--- src/hdl/dvr_pkg.sv ---
package dvr_pkg;

  // Field widths of the item and result channels
  localparam int ID_W       = 4;
  localparam int COST_W     = 20;
  localparam int ACT_W      = 2;
  localparam int IN_DATA_W  = 32;
  localparam int OUT_DATA_W = 48;

  // Default table size
  localparam int NODES_DEF  = 16;

  // All-ones cost stands for an unreachable destination
  localparam logic [COST_W-1:0] COST_INF = '1;

  // Item actions
  localparam logic [ACT_W-1:0] ACT_LINK  = 2'd0;
  localparam logic [ACT_W-1:0] ACT_ADV   = 2'd1;
  localparam logic [ACT_W-1:0] ACT_QUERY = 2'd2;
  localparam logic [ACT_W-1:0] ACT_ROUND = 2'd3;

  // Address choice for the cost table read port
  typedef enum logic [1:0] {
    TS_LINK,   // diagonal entry of the neighbour: its link cost
    TS_BEST,   // entry in the column of the current best hop
    TS_ENT     // entry of the destination via the neighbour
  } tbl_sel_t;

  // Controller to datapath commands
  typedef struct packed {
    logic     cap_item;
    logic     hop_rd;
    logic     tbl_rd;
    tbl_sel_t tbl_sel;
    logic     out_phase;
    logic     cap_link;
    logic     cap_best;
    logic     upd;
    logic     clr;
    logic     load_out;
  } dvr_cmd_t;

  // Datapath to controller status
  typedef struct packed {
    logic clr_last;
    logic out_full;
  } dvr_sts_t;

endpackage

--- src/hdl/dvr_ctrl.sv ---
module dvr_ctrl (
  input  logic              clk,
  input  logic              rst_n,
  input  logic              in_tvalid,
  output logic              in_tready,
  input  logic              out_tready,
  input  dvr_pkg::dvr_sts_t sts,
  output dvr_pkg::dvr_cmd_t cmd
);
  import dvr_pkg::*;

  localparam logic [3:0] ST_CLR     = 4'd0;
  localparam logic [3:0] ST_IDLE    = 4'd1;
  localparam logic [3:0] ST_RD_HOP  = 4'd2;
  localparam logic [3:0] ST_RD_BEST = 4'd3;
  localparam logic [3:0] ST_RD_ENT  = 4'd4;
  localparam logic [3:0] ST_UPD     = 4'd5;
  localparam logic [3:0] ST_O_HOP   = 4'd6;
  localparam logic [3:0] ST_O_BEST  = 4'd7;
  localparam logic [3:0] ST_O_ENT   = 4'd8;
  localparam logic [3:0] ST_DONE    = 4'd9;

  logic [3:0] state_r;
  logic [3:0] state_nxt;

  // Sequence the clear sweep and each item's reads, update, read-back
  always_comb begin
    cmd       = '0;
    in_tready = 1'b0;
    state_nxt = state_r;
    unique case (state_r)
      ST_CLR: begin
        cmd.clr = 1'b1;
        if (sts.clr_last) begin
          state_nxt = ST_IDLE;
        end
      end
      ST_IDLE: begin
        in_tready = 1'b1;
        if (in_tvalid) begin
          cmd.cap_item = 1'b1;
          state_nxt    = ST_RD_HOP;
        end
      end
      ST_RD_HOP: begin
        cmd.hop_rd  = 1'b1;
        cmd.tbl_rd  = 1'b1;
        cmd.tbl_sel = TS_LINK;
        state_nxt   = ST_RD_BEST;
      end
      ST_RD_BEST: begin
        cmd.cap_link = 1'b1;
        cmd.tbl_rd   = 1'b1;
        cmd.tbl_sel  = TS_BEST;
        state_nxt    = ST_RD_ENT;
      end
      ST_RD_ENT: begin
        cmd.cap_best = 1'b1;
        cmd.tbl_rd   = 1'b1;
        cmd.tbl_sel  = TS_ENT;
        state_nxt    = ST_UPD;
      end
      ST_UPD: begin
        cmd.upd   = 1'b1;
        state_nxt = ST_O_HOP;
      end
      ST_O_HOP: begin
        cmd.out_phase = 1'b1;
        cmd.hop_rd    = 1'b1;
        state_nxt     = ST_O_BEST;
      end
      ST_O_BEST: begin
        cmd.out_phase = 1'b1;
        cmd.tbl_rd    = 1'b1;
        cmd.tbl_sel   = TS_BEST;
        state_nxt     = ST_O_ENT;
      end
      ST_O_ENT: begin
        cmd.out_phase = 1'b1;
        cmd.cap_best  = 1'b1;
        cmd.tbl_rd    = 1'b1;
        cmd.tbl_sel   = TS_ENT;
        state_nxt     = ST_DONE;
      end
      ST_DONE: begin
        cmd.out_phase = 1'b1;
        // hold until the output register is free or being drained
        if (!sts.out_full || out_tready) begin
          cmd.load_out = 1'b1;
          state_nxt    = ST_IDLE;
        end
      end
      default: begin
        state_nxt = ST_IDLE;
      end
    endcase
  end

  always_ff @(posedge clk) begin
    if (!rst_n) begin
      state_r <= ST_CLR;
    end else begin
      state_r <= state_nxt;
    end
  end

endmodule

--- config.mk ---
export PLATFORM = sky130hd
export DESIGN_NAME = dvr_ctrl
export DESIGN_NICKNAME = d
export VERILOG_FILES = /design/src/hdl/dvr_pkg.sv /design/src/hdl/dvr_ctrl.sv
export SDC_FILE = /design/constraint.sdc
export NUM_CORES = 1
export LEC_CHECK = 0
export BUFFER_PORTS_ARGS = -buffer_cell sky130_fd_sc_hd__buf_4
export CORE_AREA = 5 5 42 44
export CTS_BUF_LIST = sky130_fd_sc_hd__clkbuf_8
export CTS_CLUSTER_DIAMETER = 40
export DETAILED_ROUTE_END_ITERATION = 12
export DIE_AREA = 0 0 47 49
export SLEW_MARGIN = 20
export SYNTH_ARGS = -nofsm -noshare
export SYNTH_HDL_FRONTEND = slang
export SYNTH_SLANG_ARGS = --single-unit
--- constraint.sdc ---
create_clock -name clk -period 1 [get_ports clk]
set_input_delay 0.05 -clock clk [delete_from_list [all_inputs] [get_ports clk]]
set_output_delay 0.05 -clock clk [all_outputs]
set_load 0.005 [all_outputs]
# Yosys cells after proc, flatten, opt, wreduce, memory -nomap -nowiden
# Cells that the tools add are included.
# totals
wordCells	37
inputBits	6
ff_bits	4
output_inout_bits	12
# classes
n_reduce_logical	8
mux	16
n_eq_ne	12
# op_table
op	count
$pmux W4 S10	1
$eq A4 B3 Y1 const B	4
$mux W4	3
$mux W1	11
$pmux W3 S3	1
$eq A4 B2 Y1 const B	2
$eq A4 B4 Y1 const B	2
$ne A2 B2 Y1 const B	3
$reduce_or A2 Y1	3
$eq A4 B1 Y1 const B	1
$logic_not A4 Y1	1
$reduce_or A4 Y1	1
$reduce_and A3 Y1	1
$logic_not A1 Y1	1
$logic_or A1 B1 Y1	1

# Depth between registers and ports, before layout
# logic_depth
depth_word	4
ltp_mapped	4
depth_no_buf	3

# Worst setup path before layout
# Ideal clock, no wire load.
# synth_path
kind	reg2reg
start	reg state_r[0]
end	reg state_r[1]
synth_period_minus_slack_ps	1091
n_path_buf	1
arrival_ps	964
required_ps	873
setup_ps	127
slack_ps	-91
path_stages_with_launch	5
cell_sequence	dfxtp_1 buf_6 mux2_4 nor4_4 nor3_1
# synth_between
elab_chain_cells	3
word_cells_on_any_way	15
classes_between	12 x eq/ne; 1 x mux; 2 x reduce/logical
# synth_rtl
item	line_no	rtl
start, declared	dvr_ctrl.sv:23	logic [3:0] state_r;
start signal, assigned	dvr_ctrl.sv:103	state_r <= state_nxt;
$eq A4 B4 Y1, or another cell as far along	dvr_ctrl.sv:31	unique case (state_r)
$ne A2 B2 Y1 (no line)	n/a	
$reduce_and A3 Y1 (no line)	n/a	
# Several ways; a longest one is shown, not always the timed one.
# A chain may end at the register's enable or synchronous reset.

==> flow_metrics.tcl <==
set metrics [dict create \
    status "finished, violations left" \
    violations "negative setup slack" \
    tritoncts "built" \
    syn-instance-count 47 \
    r2r-end "state_r[1]$_SDFFE_PN0P_" \
    hp-class "in -> reg" \
    rows 14 \
    setup_slack_ps -208 \
    ff2ff_setup_slack_ps -140 \
    post_drt_via_cell_ratio 4.76 \
    cts.sink_count 4 \
    end_kind "primary output" \
    drcViolationCount 0 \
    die_h_um 49 \
    grt_max_degree 9 \
    post-route-period-util 1.21 \
    p_leak_nw 0.378 \
    total_power_uw 912 \
    post-route-min-period_ps 1210 \
    dieWidth_um 47 \
    postPlaceCellArea_um2 594 \
    yosys-top-cells-area "dfxtp_1 21%, nor3_1 7.7%, nand2b_1 6.5%" \
    clk_pin_slew_ps 30 \
    synth_edf_count 0 \
    maxSlewHeadroom 0.842 \
    whs_path_depth 3 \
    boundaryPins 18 \
    clock_latency_ps 210 \
    grt.total_usage 0.0971 \
    max-cap-violations 0 \
    netlist.area_leader.share 0.206 \
    regMostFlops "state_r" \
    antenna_found_initial 0 \
    fin_tns_setup_ps -1950 \
    dp.final_hpwl_um 776 \
    cp.required_ps 950 \
    seqPwrFrac 0.215 \
    power.share.switching 0.275 \
    dieArea_um2 2300 \
    antenna_cells 0 \
    drt_wl_total_mm 1.14 \
    core_area_um2 1400 \
    yosysSeqAreaShare 0.206 \
    cts_root_buf "clkbuf_8" \
    largest_register_ffs 4 \
    setup_violations 15 \
    grt_pass1_wl_mm 1.62 \
    place_ws_ps -115 \
    antenna_left 0 \
    final_cell_area_um2 818 \
    vias 466 \
    grt_pass1_vias 401 \
    p_comb_frac 0.419 \
    io_buffers 17 \
    power.internal_uw 661 \
    synth_area_um2 388 \
    critPathLaunchType "flip-flop" \
    synth_top_flop_cell "dfxtp_1" \
    hold_end "state_r[2]$_SDFFE_PN0P_" \
    place_congestion 0.772 \
    synth_seq_cells 4 \
    area_growth_pct 111 \
    htreeDepth 1 \
    cts_max_path_buffers 2 \
    peakVddDrop_v 0.000879 \
    rsz0062_at_grt "true" \
    start_util 0.277 \
    worstPathArrival_ps 1160 \
    syn_area_per_cell_um2 8.25 \
    synth_area_leader_cell "dfxtp_1" \
    power_density_nw_per_um2 1110 \
    fin_skew_ps 0.741 \
    nets 90 \
    syn_nets 53 \
    fmax_ghz 0.828 \
    worstPathMaxFanout 4 \
    rr_worst_depth 4 \
    tightest_slew_ps 235 \
    ys_warn_count 0 \
    wire_per_inst_um 11.6 \
    switchingPower_uw 251 \
    hp-start "rst_n" \
    overflow 0 \
    reg_top3 "state_r: 4 flops" \
    power_frac_clock 0.366 \
    drive_gt1_frac 0.768 \
    drt_iter0_drc 1 \
    synth_cell_types 25 \
    r2r_start "state_r[0]$_SDFFE_PN0P_" \
    critPathKind "reg -> out" \
    drt-pass1-iter-count 2 \
    drv_slew 0 \
    hold_viol 0 \
    cts_made_buffers 3 \
    synthArstFlopShare 0 \
]
## cells in the mapped netlist, types with 2 or more instances
library cell / instances
nor3_1: 6
dfxtp_1: 4
inv_1: 4
nand2b_1: 4
nor2_1: 4
buf_4: 3
a21boi_0: 2
buf_6: 2
nand2_1: 2
## critical path: stages, from the launching register on
cell	delay, ps
dfxtp_4	360
buf_12	110
nand2_4	50
a21boi_2	150
o22ai_1	150
buf_4	130
## per-stage QoR
step | hold WS (ps) | util | std cells
global route | 135 | 0.584 | 98
CTS | 105 | 0.528 | 92
global placement | 330 | 0.424 | 87
detailed placement | 331 | 0.424 | 87
finish | 110 | 0.584 | 98
floorplan | 194 | - | 47
## metal layers
metal	wire length, µm	global-route usage	up-vias
li1	-	-	230
met1	409	0.114	216
met2	596	0.147	14
met3	92	0.0332	6
met4	43	0.0553	0
met5	0	0	-
## power groups by stage
stage	registers [mW]	clock network [mW]	logic, mW
global placement	0.195	0	0.270
global route	0.198	0.365	0.414
floorplan	0.179	0	0.157
CTS	0.197	0.347	0.342
finish	0.196	0.334	0.382
detailed placement	0.195	0	0.270
## cell usage in the layout (no fill, tap or decap)
master | Yosys | final
buf_4 | 3 | 29
nor2_2 | 0 | 1
o211ai_2 | 1 | 1
nand2b_4 | 0 | 2
o21ai_1 | 0 | 1
nor4_4 | 1 | 2
o31a_1 | 1 | 1
nand2_4 | 0 | 1
inv_2 | 0 | 1
nor3_4 | 0 | 1
nand2b_1 | 4 | 2
a21oi_1 | 1 | 1
or2_1 | 1 | 1
inv_1 | 4 | 3
buf_6 | 2 | 7
xor2_1 | 1 | 1
mux2_4 | 1 | 1
a21boi_2 | 0 | 2
dfxtp_4 | 0 | 4
nand2_1 | 2 | 1
xnor2_1 | 1 | 1
clkbuf_8 | 0 | 3
nor3_2 | 1 | 4
nor2b_1 | 1 | 1
buf_12 | 0 | 1
mux2i_1 | 1 | 1
o22ai_1 | 1 | 1
nor2_1 | 4 | 1
nor2_4 | 0 | 2
a211oi_2 | 1 | 1
and2_1 | 1 | 1
nor3_1 | 6 | 2
## kinds of logic after synthesis
group | share of synthesized area
XOR/XNOR | 0.0452
buffers and inverters | 0.155
multiplexers | 0.0645
AO/OA/AOI/OAI | 0.168
AND/OR/NAND/NOR | 0.361
flip-flops | 0.206
## layout make-up
type | count | area (µm²)
fillers | 122 | 583
multi-input cells | 34 | 330
repair buffers | 37 | 317
flip-flops and latches | 4 | 95.1
clock buffers | 3 | 41.3
well taps | 16 | 20.0
inverters | 4 | 15.0
## repair_timing
| item | CTS | global route |
|---|---|---|
| pin swaps | 5 | 6 |
| hold buffers | 0 | 0 |
| setup buffers | 2 | 6 |
| endpoints found under the setup margin | 16 | 16 |
| resized for setup | 26 | 8 |
## how the worst max path moves through the flow
stage	startpoint	to	slack, ps	cells after the start
6_report	state_r[0]$_SDFFE_PN0P_	cmd[8]	-210	5
5_1_grt	state_r[0]$_SDFFE_PN0P_	cmd[8]	-270	5
4_1_cts	state_r[0]$_SDFFE_PN0P_	cmd[10]	-230	5
3_5_place_dp	state_r[3]$_SDFFE_PN0P_	state_r[3]$_SDFFE_PN0P_	-110	3
3_3_place_gp	state_r[2]$_SDFFE_PN0P_	state_r[3]$_SDFFE_PN0P_	-130	3
2_1_floorplan	state_r[0]$_SDFFE_PN0P_	state_r[1]$_SDFFE_PN0P_	-80	4
(Power assumes the default switching activity.)
